**config.mk**
```make
export PLATFORM = sky130hd
export DESIGN_NAME = uart_baud_divisor_solver_flat
export DESIGN_NICKNAME = d
export VERILOG_FILES = /design/src/rtl/ubds_pkg.sv /design/src/rtl/ubds_if.sv /design/src/rtl/uart_baud_divisor_solver.sv /design/src/rtl/ubds_divider.sv /design/src/flat_wrapper.sv
export SDC_FILE = /design/constraint.sdc
export NUM_CORES = 2
export LEC_CHECK = 0
export BUFFER_PORTS_ARGS = -buffer_cell sky130_fd_sc_hd__buf_4
export CORE_MARGIN = 3
export CORE_UTILIZATION = 55
export DETAILED_ROUTE_END_ITERATION = 7
export GPL_TIMING_DRIVEN = 0
export PLACE_DENSITY_LB_ADDON = 0.08
export SYNTH_ARGS = -nofsm -noshare
export SYNTH_HDL_FRONTEND = slang
export SYNTH_SLANG_ARGS = --single-unit
```
**constraint.sdc**
```tcl
create_clock -name clock -period 20.1 [get_ports clock]
set_input_delay 0 -clock clock [delete_from_list [all_inputs] [get_ports clock]]
set_output_delay 0 -clock clock [all_outputs]
set_load 0.01 [all_outputs]
```
**src/rtl/ubds_pkg.sv**
```systemverilog
package ubds_pkg;

   localparam int unsigned DivW = 48;
   localparam int unsigned DsrW = 32;

   localparam logic [31:0] INC_MAX = 32'd65535;
   localparam logic [31:0] NUM_MAX = INC_MAX * 32'd7;
   localparam logic [31:0] TOL_DIV = 32'd100;
   localparam logic [31:0] CLK_RESET = 32'd80000000;

   localparam logic [2:0] CODE_DIV1 = 3'h5;
   localparam logic [2:0] CODE_DIV2 = 3'h4;
   localparam logic [2:0] CODE_DIV3 = 3'h3;
   localparam logic [2:0] CODE_DIV4 = 3'h2;
   localparam logic [2:0] CODE_DIV5 = 3'h1;
   localparam logic [2:0] CODE_DIV6 = 3'h0;
   localparam logic [2:0] CODE_DIV7 = 3'h6;

   typedef enum logic [4:0] {
      ST_IDLE, ST_GCD1, ST_NUM, ST_DEN, ST_M, ST_N, ST_SNUM, ST_SDEN,
      ST_DIVR, ST_GCD2, ST_TN, ST_TD, ST_MUL, ST_ACH, ST_TOL, ST_MOD,
      ST_FINISH, ST_OUT
   } state_type;

   function automatic logic [2:0] encode_div(input logic [2:0] d);
      logic [2:0] c;
      unique case (d)
         3'd1:    c = CODE_DIV1;
         3'd2:    c = CODE_DIV2;
         3'd3:    c = CODE_DIV3;
         3'd4:    c = CODE_DIV4;
         3'd5:    c = CODE_DIV5;
         3'd6:    c = CODE_DIV6;
         3'd7:    c = CODE_DIV7;
         default: c = CODE_DIV1;
      endcase
      return c;
   endfunction

endpackage

```
**src/rtl/ubds_if.sv**
```systemverilog
interface ubds_req_if;
   logic        valid;
   logic        ready;
   logic [27:0] baud_rate;
   modport source (output valid, output baud_rate, input ready);
   modport sink (input valid, input baud_rate, output ready);
endinterface

interface ubds_rsp_if;
   logic        valid;
   logic        ready;
   logic        accepted;
   logic [2:0]  refdiv_code;
   logic [15:0] inc_value;
   logic [15:0] mod_value;
   modport source (output valid, output accepted, output refdiv_code,
                   output inc_value, output mod_value, input ready);
   modport sink (input valid, input accepted, input refdiv_code,
                 input inc_value, input mod_value, output ready);
endinterface

```
**src/rtl/uart_baud_divisor_solver.sv**
```systemverilog
// UART baud divisor solver.
// Write the reference clock frequency in hertz through csr_we/csr_wdata
// while the block is idle; reset loads 80 MHz.
// Each transfer on the request channel carries a baud rate. The block
// reduces clock : 16*baud by its GCD, scales it into range, picks a
// pre-divider of 1 to 7, rebuilds the achieved rate through a second GCD
// and accepts the settings when the error is below 3 percent. A rejected
// request returns all fields zero.
// Every division, remainder and GCD step runs through one shared
// restoring divider, one quotient bit per cycle.
// When baud or clock is zero the request goes from idle straight to the
// finish and output states; otherwise the time to the result is set by
// the number of GCD steps. After the response transfer the block returns
// to idle. One item is worked on at a time: req_ch.ready is high only
// while idle.
// The result sits in the output register until the response transfer; a
// stalled receiver holds the block with the result, and no new request is
// taken. Reset drops any item in flight and clears the response valid.
module uart_baud_divisor_solver (
   input  logic              clock,
   input  logic              reset,
   input  logic              csr_we,
   input  logic [31:0]       csr_wdata,
   ubds_req_if.sink          req_ch,
   ubds_rsp_if.source        rsp_ch
);
   import ubds_pkg::*;

   state_type          state_ff, state_in;
   logic [31:0]        clk_ff;
   logic [27:0]        baud_ff, baud_in;
   logic [31:0]        ga_ff, ga_in, gb_ff, gb_in;
   logic [31:0]        num_ff, num_in, den_ff, den_in;
   logic [31:0]        mx_ff, mx_in;
   logic [2:0]         divr_ff, divr_in;
   logic [31:0]        tn_ff, tn_in, td_ff, td_in;
   logic [47:0]        prod_ff, prod_in;
   logic [47:0]        ach_ff, ach_in;
   logic [31:0]        tol_ff, tol_in;
   logic [31:0]        modq_ff, modq_in;
   logic               acc_ff, acc_in;
   logic [2:0]         code_ff, code_in;
   logic [15:0]        inc_ff, inc_in, mod_ff, mod_in;

   logic               div_start, div_busy, div_done;
   logic [DivW-1:0]    div_a, div_q;
   logic [DsrW-1:0]    div_b, div_r;
   logic [31:0]        d16, num16, nq1;
   logic [47:0]        diff;

   assign d16   = {baud_ff, 4'b0000};
   assign num16 = {num_ff[27:0], 4'b0000};
   assign nq1   = div_q[31:0] + 32'd1;

   ubds_divider u_div (
      .clock    (clock),
      .reset    (reset),
      .start    (div_start),
      .dividend (div_a),
      .divisor  (div_b),
      .busy     (div_busy),
      .done     (div_done),
      .quot     (div_q),
      .rem      (div_r)
   );

   always_comb begin
      state_in  = state_ff;
      baud_in   = baud_ff;
      ga_in     = ga_ff;
      gb_in     = gb_ff;
      num_in    = num_ff;
      den_in    = den_ff;
      mx_in     = mx_ff;
      divr_in   = divr_ff;
      tn_in     = tn_ff;
      td_in     = td_ff;
      prod_in   = prod_ff;
      ach_in    = ach_ff;
      tol_in    = tol_ff;
      modq_in   = modq_ff;
      acc_in    = acc_ff;
      code_in   = code_ff;
      inc_in    = inc_ff;
      mod_in    = mod_ff;
      div_a     = '0;
      div_b     = 32'd1;
      div_start = 1'b0;
      diff      = (ach_ff >= {20'd0, baud_ff}) ? ach_ff - {20'd0, baud_ff}
                                               : {20'd0, baud_ff} - ach_ff;

      unique case (state_ff)
         ST_GCD1, ST_GCD2: begin div_a = {16'd0, ga_ff}; div_b = gb_ff; end
         ST_NUM, ST_TN:    begin div_a = {16'd0, clk_ff}; div_b = ga_ff; end
         ST_DEN:           begin div_a = {16'd0, d16}; div_b = ga_ff; end
         ST_M:             begin div_a = {16'd0, num_ff - 32'd1}; div_b = NUM_MAX; end
         ST_N:             begin div_a = {16'd0, den_ff - 32'd1}; div_b = INC_MAX; end
         ST_SNUM:          begin div_a = {16'd0, num_ff}; div_b = mx_ff; end
         ST_SDEN:          begin div_a = {16'd0, den_ff}; div_b = mx_ff; end
         ST_DIVR:          begin div_a = {16'd0, num_ff - 32'd1}; div_b = INC_MAX; end
         ST_TD:            begin div_a = {16'd0, num16}; div_b = ga_ff; end
         ST_ACH:           begin div_a = prod_ff; div_b = td_ff; end
         ST_TOL:           begin div_a = {20'd0, baud_ff}; div_b = TOL_DIV; end
         ST_MOD:           begin div_a = {16'd0, num_ff}; div_b = {29'd0, divr_ff}; end
         default:          begin div_a = '0; div_b = 32'd1; end
      endcase

      unique case (state_ff)
         ST_IDLE: begin
            if (req_ch.valid) begin
               baud_in = req_ch.baud_rate;
               ga_in   = clk_ff;
               gb_in   = {req_ch.baud_rate, 4'b0000};
               acc_in  = 1'b0;
               if (req_ch.baud_rate == 28'd0 || clk_ff == 32'd0) begin
                  state_in = ST_FINISH;
                  ach_in   = '0;
                  tol_in   = '0;
               end else begin
                  state_in = ST_GCD1;
               end
            end
         end
         ST_GCD1, ST_GCD2: begin
            if (gb_ff == 32'd0) begin
               state_in = (state_ff == ST_GCD1) ? ST_NUM : ST_TN;
            end else if (div_done) begin
               ga_in = gb_ff;
               gb_in = div_r;
            end else if (!div_busy) begin
               div_start = 1'b1;
            end
         end
         ST_MUL: begin
            prod_in  = 48'(tn_ff) * 48'(den_ff[15:0]);
            state_in = ST_ACH;
         end
         ST_FINISH: begin
            acc_in = (diff < {16'd0, tol_ff});
            if (diff < {16'd0, tol_ff}) begin
               code_in = encode_div(divr_ff);
               inc_in  = 16'(den_ff - 32'd1);
               mod_in  = 16'(modq_ff - 32'd1);
            end else begin
               code_in = '0;
               inc_in  = '0;
               mod_in  = '0;
            end
            state_in = ST_OUT;
         end
         ST_OUT: begin
            if (rsp_ch.ready) state_in = ST_IDLE;
         end
         default: begin
            if (div_done) begin
               unique case (state_ff)
                  ST_NUM: begin num_in = div_q[31:0]; state_in = ST_DEN; end
                  ST_DEN: begin
                     den_in = div_q[31:0];
                     if (num_ff > NUM_MAX || div_q[31:0] > INC_MAX) state_in = ST_M;
                     else state_in = ST_DIVR;
                  end
                  ST_M:   begin mx_in = nq1; state_in = ST_N; end
                  ST_N: begin
                     if (nq1 > mx_ff) mx_in = nq1;
                     state_in = ST_SNUM;
                  end
                  ST_SNUM: begin
                     num_in   = (div_q[31:0] == 32'd0) ? 32'd1 : div_q[31:0];
                     state_in = ST_SDEN;
                  end
                  ST_SDEN: begin
                     den_in   = (div_q[31:0] == 32'd0) ? 32'd1 : div_q[31:0];
                     state_in = ST_DIVR;
                  end
                  ST_DIVR: begin
                     divr_in  = div_q[2:0] + 3'd1;
                     ga_in    = clk_ff;
                     gb_in    = num16;
                     state_in = ST_GCD2;
                  end
                  ST_TN:  begin tn_in = div_q[31:0]; state_in = ST_TD; end
                  ST_TD:  begin td_in = div_q[31:0]; state_in = ST_MUL; end
                  ST_ACH: begin ach_in = div_q; state_in = ST_TOL; end
                  ST_TOL: begin tol_in = 32'(div_q[31:0] * 32'd3); state_in = ST_MOD; end
                  ST_MOD: begin modq_in = div_q[31:0]; state_in = ST_FINISH; end
                  default: state_in = ST_IDLE;
               endcase
            end else if (!div_busy) begin
               div_start = 1'b1;
            end
         end
      endcase
   end

   always_ff @(posedge clock) begin
      if (reset) begin
         state_ff <= ST_IDLE;
         clk_ff   <= CLK_RESET;
      end else begin
         state_ff <= state_in;
         if (csr_we) clk_ff <= csr_wdata;
      end
      baud_ff <= baud_in;
      ga_ff   <= ga_in;
      gb_ff   <= gb_in;
      num_ff  <= num_in;
      den_ff  <= den_in;
      mx_ff   <= mx_in;
      divr_ff <= divr_in;
      tn_ff   <= tn_in;
      td_ff   <= td_in;
      prod_ff <= prod_in;
      ach_ff  <= ach_in;
      tol_ff  <= tol_in;
      modq_ff <= modq_in;
      acc_ff  <= acc_in;
      code_ff <= code_in;
      inc_ff  <= inc_in;
      mod_ff  <= mod_in;
   end

   assign req_ch.ready       = (state_ff == ST_IDLE);
   assign rsp_ch.valid       = (state_ff == ST_OUT);
   assign rsp_ch.accepted    = acc_ff;
   assign rsp_ch.refdiv_code = code_ff;
   assign rsp_ch.inc_value   = inc_ff;
   assign rsp_ch.mod_value   = mod_ff;

endmodule

```
**src/rtl/ubds_divider.sv**
```systemverilog
module ubds_divider (
   input  logic                          clock,
   input  logic                          reset,
   input  logic                          start,
   input  logic [ubds_pkg::DivW-1:0]     dividend,
   input  logic [ubds_pkg::DsrW-1:0]     divisor,
   output logic                          busy,
   output logic                          done,
   output logic [ubds_pkg::DivW-1:0]     quot,
   output logic [ubds_pkg::DsrW-1:0]     rem
);
   import ubds_pkg::*;

   logic                busy_ff, busy_in;
   logic                done_ff, done_in;
   logic [5:0]          cnt_ff, cnt_in;
   logic [DivW-1:0]     quot_ff, quot_in;
   logic [DsrW-1:0]     rem_ff, rem_in;
   logic [DsrW-1:0]     dsr_ff, dsr_in;
   logic [DsrW:0]       trial;

   // one quotient bit per cycle, restoring
   always_comb begin
      busy_in = busy_ff;
      done_in = 1'b0;
      cnt_in  = cnt_ff;
      quot_in = quot_ff;
      rem_in  = rem_ff;
      dsr_in  = dsr_ff;
      trial   = {rem_ff, quot_ff[DivW-1]};
      if (start) begin
         busy_in = 1'b1;
         cnt_in  = 6'(DivW);
         quot_in = dividend;
         rem_in  = '0;
         dsr_in  = divisor;
      end else if (busy_ff) begin
         if (trial >= {1'b0, dsr_ff}) begin
            rem_in  = DsrW'(trial - {1'b0, dsr_ff});
            quot_in = {quot_ff[DivW-2:0], 1'b1};
         end else begin
            rem_in  = trial[DsrW-1:0];
            quot_in = {quot_ff[DivW-2:0], 1'b0};
         end
         cnt_in = cnt_ff - 6'd1;
         if (cnt_ff == 6'd1) begin
            busy_in = 1'b0;
            done_in = 1'b1;
         end
      end
   end

   always_ff @(posedge clock) begin
      if (reset) begin
         busy_ff <= 1'b0;
         done_ff <= 1'b0;
         cnt_ff  <= '0;
      end else begin
         busy_ff <= busy_in;
         done_ff <= done_in;
         cnt_ff  <= cnt_in;
      end
      quot_ff <= quot_in;
      rem_ff  <= rem_in;
      dsr_ff  <= dsr_in;
   end

   assign busy = busy_ff;
   assign done = done_ff;
   assign quot = quot_ff;
   assign rem  = rem_ff;

endmodule

```
**src/flat_wrapper.sv**
```systemverilog
// flat-port wrapper written by rule: the top's interface ports become plain ports
module uart_baud_divisor_solver_flat import ubds_pkg::*;
  (clock, reset, csr_we, csr_wdata, req_ch_valid, req_ch_baud_rate, req_ch_ready, rsp_ch_valid, rsp_ch_accepted, rsp_ch_refdiv_code, rsp_ch_inc_value, rsp_ch_mod_value, rsp_ch_ready);
  ubds_req_if req_ch_i ();
  ubds_rsp_if rsp_ch_i ();
  input  logic clock;
  input  logic reset;
  input  logic csr_we;
  input  logic [31:0] csr_wdata;
  input wire logic [$bits(req_ch_i.valid)-1:0] req_ch_valid;
  input wire logic [$bits(req_ch_i.baud_rate)-1:0] req_ch_baud_rate;
  output wire logic [$bits(req_ch_i.ready)-1:0] req_ch_ready;
  output wire logic [$bits(rsp_ch_i.valid)-1:0] rsp_ch_valid;
  output wire logic [$bits(rsp_ch_i.accepted)-1:0] rsp_ch_accepted;
  output wire logic [$bits(rsp_ch_i.refdiv_code)-1:0] rsp_ch_refdiv_code;
  output wire logic [$bits(rsp_ch_i.inc_value)-1:0] rsp_ch_inc_value;
  output wire logic [$bits(rsp_ch_i.mod_value)-1:0] rsp_ch_mod_value;
  input wire logic [$bits(rsp_ch_i.ready)-1:0] rsp_ch_ready;
  assign req_ch_i.valid = req_ch_valid;
  assign req_ch_i.baud_rate = req_ch_baud_rate;
  assign req_ch_ready = req_ch_i.ready;
  assign rsp_ch_valid = rsp_ch_i.valid;
  assign rsp_ch_accepted = rsp_ch_i.accepted;
  assign rsp_ch_refdiv_code = rsp_ch_i.refdiv_code;
  assign rsp_ch_inc_value = rsp_ch_i.inc_value;
  assign rsp_ch_mod_value = rsp_ch_i.mod_value;
  assign rsp_ch_i.ready = rsp_ch_ready;
  uart_baud_divisor_solver u_core (.clock(clock), .reset(reset), .csr_we(csr_we), .csr_wdata(csr_wdata), .req_ch(req_ch_i), .rsp_ch(rsp_ch_i));
endmodule
```
## Yosys cells after proc, flatten, opt, wreduce, memory -nomap -nowiden

Cells that the tools add are included.

- Mux-type cells: 56
- Reduce and logical (&&, ||, !) cells: 43
- Bitwise gates (word level): 4
- Add/sub/neg operators: 9
- $lt $le $gt $ge: 6
- Multiply operators: 2
- Equality and inequality tests: 31

Operators by type and width:

| kind | count |
|---|---|
| $mux W32 | 17 |
| $pmux W48 S10 | 1 |
| $mux W48 | 7 |
| $pmux W32 S2 | 4 |
| $pmux W32 S8 | 1 |
| $pmux W32 S3 | 2 |
| $logic_not A32 Y1 | 3 |
| $pmux W48 S2 | 1 |
| $sub A32 B1 Y32 const B | 2 |
| $pmux W5 S12 | 1 |
| $ge A48 B28 Y1 | 1 |
| $lt A48 B32 Y1 | 1 |
| $mul A32 B16 Y48 | 1 |
| $sub A28 B48 Y48 | 1 |
| $sub A48 B28 Y48 | 1 |
| $eq A5 B4 Y1 const B | 8 |
| $ge A33 B32 Y1 | 1 |
| $add A32 B1 Y32 const B | 1 |
| $gt A32 B16 Y1 const B | 1 |
| $gt A32 B19 Y1 const B | 1 |
| $gt A32 B32 Y1 | 1 |
| $mul A32 B2 Y32 const B | 1 |
| $sub A32 B32 Y32 | 1 |
| $logic_not A28 Y1 | 1 |
| 35 further kinds | 91 |

- Logic and storage cells: 177
- Flip-flop bits (word level): 592
- Output and inout bits: 38
- Input bits: 65

## Logic depth before layout (Yosys ltp)

- Depth after elaboration: 6
- Gate-level depth with buffers: 29
- Gate-level depth less buffers: 27

## Modules after synthesis

A second synthesis with hierarchy kept.

- Cell total of the unflattened synthesis: 5226
- Area total of the unflattened synthesis: 50823.7 sq um

By module, submodules not included:

| module | seq. area each (sq um) | area an instance (sq um) | instances | cells an instance |
|---|---|---|---|---|
| uart_baud_divisor_solver | 13803.2 | 44208.6 | 1 | 4625 |
| ubds_divider | 3203.1 | 6615.1 | 1 | 601 |

## Worst setup path after synthesis

No wires, ideal clock.

- Path kind: register -> register
- From: register u_core.state_ff[0]
- To: register u_core.u_div.quot_ff[0], in the netlist u_core.u_div.quot[0], enable pin
- Stages on the path, launching flop included: 13
- Clock period less this slack: 6.840 ns
- Required time: 19.625 ns
- Path buffers: 4
- Setup slack: 13.260 ns
- Data arrival time: 6.365 ns
- Setup time: 0.475 ns
- Path through: dfxtp_1 clkbuf_1 or2_2 clkbuf_1 nor3_1 nor2_1 nand2_1 a211o_1 clkbuf_1 inv_2 nor2_1 clkbuf_1 inv_1

- Word-level cells in the longest chain between the ends: 4
- Elaborated cells on any way between the ends: 10
- Those cells by class: eq/ne: 5; mux: 1; reduce/logical: 4

Ends and longest elaborated chain:

| what | RTL line | text |
|---|---|---|
| from (decl) | uart_baud_divisor_solver.sv:29 | `state_type state_ff, state_in;` |
| from (signal assigned) | uart_baud_divisor_solver.sv:201 | `state_ff <= state_in;` |
| $eq A5 B5 Y1 (tied with other cells) | uart_baud_divisor_solver.sv:108 | `unique case (state_ff)` |
| $reduce_or A4 Y1 (no source line) / $reduce_or A2 Y1 (equally long branches) | -- |  |
| $pmux W1 S2 (*) | uart_baud_divisor_solver.sv:108 |  |
| $reduce_bool A2 Y1 (no source line) (*) | -- |  |
| to (signal assigned) | ubds_divider.sv:63 | `quot_ff <= quot_in;` |
| to (decl) | ubds_divider.sv:17 | `logic [DivW-1:0] quot_ff, quot_in;` |

Every way passes the cells marked *; elsewhere a longest branch is shown, timed or not.
A chain may end at the register's enable or synchronous reset.

## Final worst setup path

- From: register u_core.den_ff[9]
- To: register u_core.prod_ff[47] (data pin)

- Word-level cells in the longest chain between the ends: 1

Ends and longest elaborated chain:

| what | RTL line | text |
|---|---|---|
| from (decl) | uart_baud_divisor_solver.sv:33 | `logic [31:0] num_ff, num_in, den_ff, den_in;` |
| from (signal assigned) | uart_baud_divisor_solver.sv:208 | `den_ff <= den_in;` |
| $mul A32 B16 Y48 | uart_baud_divisor_solver.sv:135 | `prod_in = 48'(tn_ff) * 48'(den_ff[15:0]);` |
| to (signal assigned) | uart_baud_divisor_solver.sv:213 | `prod_ff <= prod_in;` |
| to (decl) | uart_baud_divisor_solver.sv:37 | `logic [47:0] prod_ff, prod_in;` |

Every way passes these cells.

==> metrics.txt <==
Port-buffer cells 101; Final nets between 6,000 and 7,000; CTS Root Cell clkbuf_16; initial core utilization 0.5566; type of origin of the critical path flip-flop; total power 6.478 mW; hold path depth 4; Final ANT Viol Nets 0; fill count between 7,000 and 8,000; Seq. cell area 17,010 um^2; DR vias between 40,000 and 50,000; Layout Skew about 0.034 ns; Setup TNS 0 ns; row cnt 110; First-pass DRT Iterations 8; initial antenna violation count 14; Clk pwr share 0.211; Crit path required time around 20 ns; Peak VDD IR ~0.072 mV; crit path max fanout 10; CP Launch Point u_core.den_ff[9]; crit end category flip-flop; total of max-cap violations 0; Combinational Power Share 0.452; final setup margin between 10 and 15 ns; RSZ-0062 raised after global routing false; Yosys Warn Count 0; synth unique cells slightly above 90; final core area utilization 0.6209; crit path DAT 9.25 ns; post_cts resized 0; CTS tree done; CTS H-tree lvls 3; postcts setup bufs 0; die footprint between 90,000 and 100,000 um^2; Sw Share 0.4567; I/O Pins between 100 and 150; vias in the first global route around 42,000; CTS buffer count a little under 70; r2r worst-path depth 23; Clk pin slew, worst setup/hold paths about 0.06 ns; post-synthesis net count between 6,000 and 7,000; Area Growth Syn to Fin 11.55%; Reg2Reg Setup Slack approximately 11 ns; Synth Flop Type edfxtp_1; final wirelength 208.0 mm; Cell Area, Placed 53,000 um^2; Seq/Total Area, Yosys 0.3379; sequential power share 0.337; CTS Buffer Depth 3; Final Hold Viols 0; status complete, no violations; post-synth top area cell edfxtp_1; Rel. slew slack 0.08745; end point of the critical path u_core.prod_ff[47]; post-place setup slack between 10 and 15 ns; first-pass GRT wire length roughly 300 mm; Synth area leaders edfxtp_1 31%, fa_1 17%, ha_1 8.1%; Hold WS 0.05616 ns; Power Dens Cells about 120 nW/um^2; synthesized flop and latch total between 500 and 600; Critical R2R Launch u_core.den_ff[9]; kind of critical path flip-flop to flip-flop; initial drt markers slightly below 6,000; Final Wtd Congestion ~1.1; Hold WC Path Type primary input to flip-flop; Sw Pwr ~3.0 mW; shortest period the worst path allows 8.874 ns; grt total ovfl 0; Period Utilization, post-route 0.4415; CORE AREA 90,420 um^2; average wire per cell in the routed design around 31 um; # placed instances around 6,600; leakage power between 20 and 25 nW; Sink Count roughly 590; die width just over 300 um; Cell Int Power about 3.5 mW; layout cell share with drive strength beyond 1 0.05163; Worst-Skew Late Latency ~0.66 ns; Slew Viols, Final 0; Total GRT Usage 0.4357; Finished Cell Area 56,140 um^2; EDFF count, synth between 500 and 600; worst slew pin tran between 1 and 1.5 ns; Vias/cell roughly 6.4; endpoints failing setup 0; DRC viols 0; top cell type's share of synthesized area 0.3073; Detailed Place HPWL between 150 and 200 mm; area of the multi-input gates approximately 30,000 um^2; Die Ht 308.5 um; asr flop ratio synth 0; largest net degree at the start of global routing 34; final std cells w/o fill slightly below 7,000; post-synthesis cell count between 5,000 and 6,000; RR Endpoint u_core.prod_ff[47]; Mean Syn Cell Area ~9.5 um^2; Max Fclk about 110 MHz; cts hold-fix bufs 71; Netlist Area Pre-Place slightly above 50,000 um^2
[layout by cell type (no fill, tap or decap), drive strengths merged, types with 14 or more instances in the layout]
master,n
nand2,744
inv,680
edfxtp,515
fa,422
ha,325
clkbuf,317
nor2,305
a21oi,270
and2,269
o21ai,181
buf,164
xnor2,132
a21o,99
a22oi,95
nand3,93
nor3,78
dfxtp,77
dlygate4sd3,71
xor2,69
nand4,62
nor4,52
nor2b,43
mux2i,41
o22ai,32
a22o,31
nand2b,29
o21a,29
a221oi,29
a222oi,25
o21bai,24
or3,23
o31ai,22
and3,22
a211oi,22
o211ai,18
clkinv,18
a31oi,17
or4,14
[logic make-up after synthesis]
family | share of synthesized area
flip-flops | 0.3379
multiplexers | 0.009049
adder cells (fa/ha/maj) | 0.2489
XOR/XNOR | 0.03498
AO/OA/AOI/OAI | 0.1305
buffers and inverters | 0.07165
AND/OR/NAND/NOR | 0.1670
[worst max-delay path: stages (launching register included)]
cell and delay, ns:
edfxtp_1 0.32, clkbuf_1 0.83, buf_1 0.65, nand2_1 0.14, fa_1 0.51, inv_1 0.05, fa_1 0.48, fa_1 0.58
fa_1 0.43, fa_1 0.54, inv_1 0.06, fa_1 0.47, inv_1 0.04, ha_1 0.38, a21oi_1 0.25, o21ai_0 0.31
nand2_1 0.14, o21ai_0 0.08, a21oi_1 0.43, o21ai_0 0.34, o41ai_1 0.83, o21ai_0 0.33, o221ai_1 0.29, xnor2_1 0.10
[power by group through the flow]
stage	Combinational (mW)	Clock (mW)	Sequential [mW]
2_1_floorplan	1.77	0	1.93
3_3_place_gp	2.72	0	2.18
3_5_place_dp	2.78	0	2.16
4_1_cts	2.81	1.37	2.14
5_1_grt	3.10	1.42	2.17
6_report	2.93	1.37	2.18
[area by class of cell]
class                   count  area share
clock buffers              87     0.03437
diodes                      6   0.0002674
inverters                 675     0.04513
multi-input cells        3759      0.5309
flip-flops and latches    592      0.3029
plain buffers             273     0.01912
well taps                1176     0.02621
clock inverters            39    0.008647
repair buffers            192     0.03247
[metal layers]
| layer | GRT usage | up-vias | wire length [um] |
|---|---|---|---|
| li1 | - | 18580 | - |
| met1 | 0.5357 | 21300 | 74780 |
| met2 | 0.6560 | 2846 | 89620 |
| met3 | 0.1103 | 678 | 23000 |
| met4 | 0.3467 | 12 | 20530 |
| met5 | 0 | - | 65 |
[how the worst min path moves through the flow]
stage                        start                end  slack (ns)
6_report                    csr_we  u_core.clk_ff[26]        0.06
5_1_grt                     csr_we  u_core.clk_ff[26]        0.08
4_1_cts                     csr_we  u_core.clk_ff[26]        0.01
3_5_place_dp         csr_wdata[13]  u_core.clk_ff[13]        0.21
3_3_place_gp         csr_wdata[13]  u_core.clk_ff[13]        0.21
2_1_floorplan  req_ch_baud_rate[0]  u_core.baud_ff[0]         0.1
[Yosys cell counts, types with 32 or more instances]
| cell | number |
|---|---|
| nor2_1 | 305 |
| o21ai_0 | 180 |
| and2_1 | 268 |
| clkbuf_1 | 229 |
| dfxtp_1 | 77 |
| nor4_1 | 49 |
| nand4_1 | 62 |
| nand3_1 | 92 |
| mux2i_1 | 41 |
| nor3_1 | 76 |
| inv_1 | 674 |
| a21oi_1 | 270 |
| edfxtp_1 | 515 |
| a22oi_1 | 95 |
| xor2_1 | 69 |
| nand2_1 | 744 |
| ha_1 | 325 |
| fa_1 | 422 |
| xnor2_1 | 132 |
| a21o_1 | 99 |
| o22ai_1 | 32 |
| nor2b_1 | 43 |
[flip-flops by register name (all words and copies together) (netlist names), 28 cells and up]
signal and count:
u_core.ach_ff 48, u_core.baud_ff 28, u_core.clk_ff 32, u_core.den_ff 32
u_core.ga_ff 32, u_core.gb_ff 32, u_core.mx_ff 32, u_core.num_ff 32
u_core.prod_ff 48, u_core.td_ff 32, u_core.tn_ff 32, u_core.tol_ff 32
u_core.u_div.dsr_ff 32, u_core.u_div.quot 48, u_core.u_div.rem 32
Note: power is estimated with default switching activity, not from simulation.
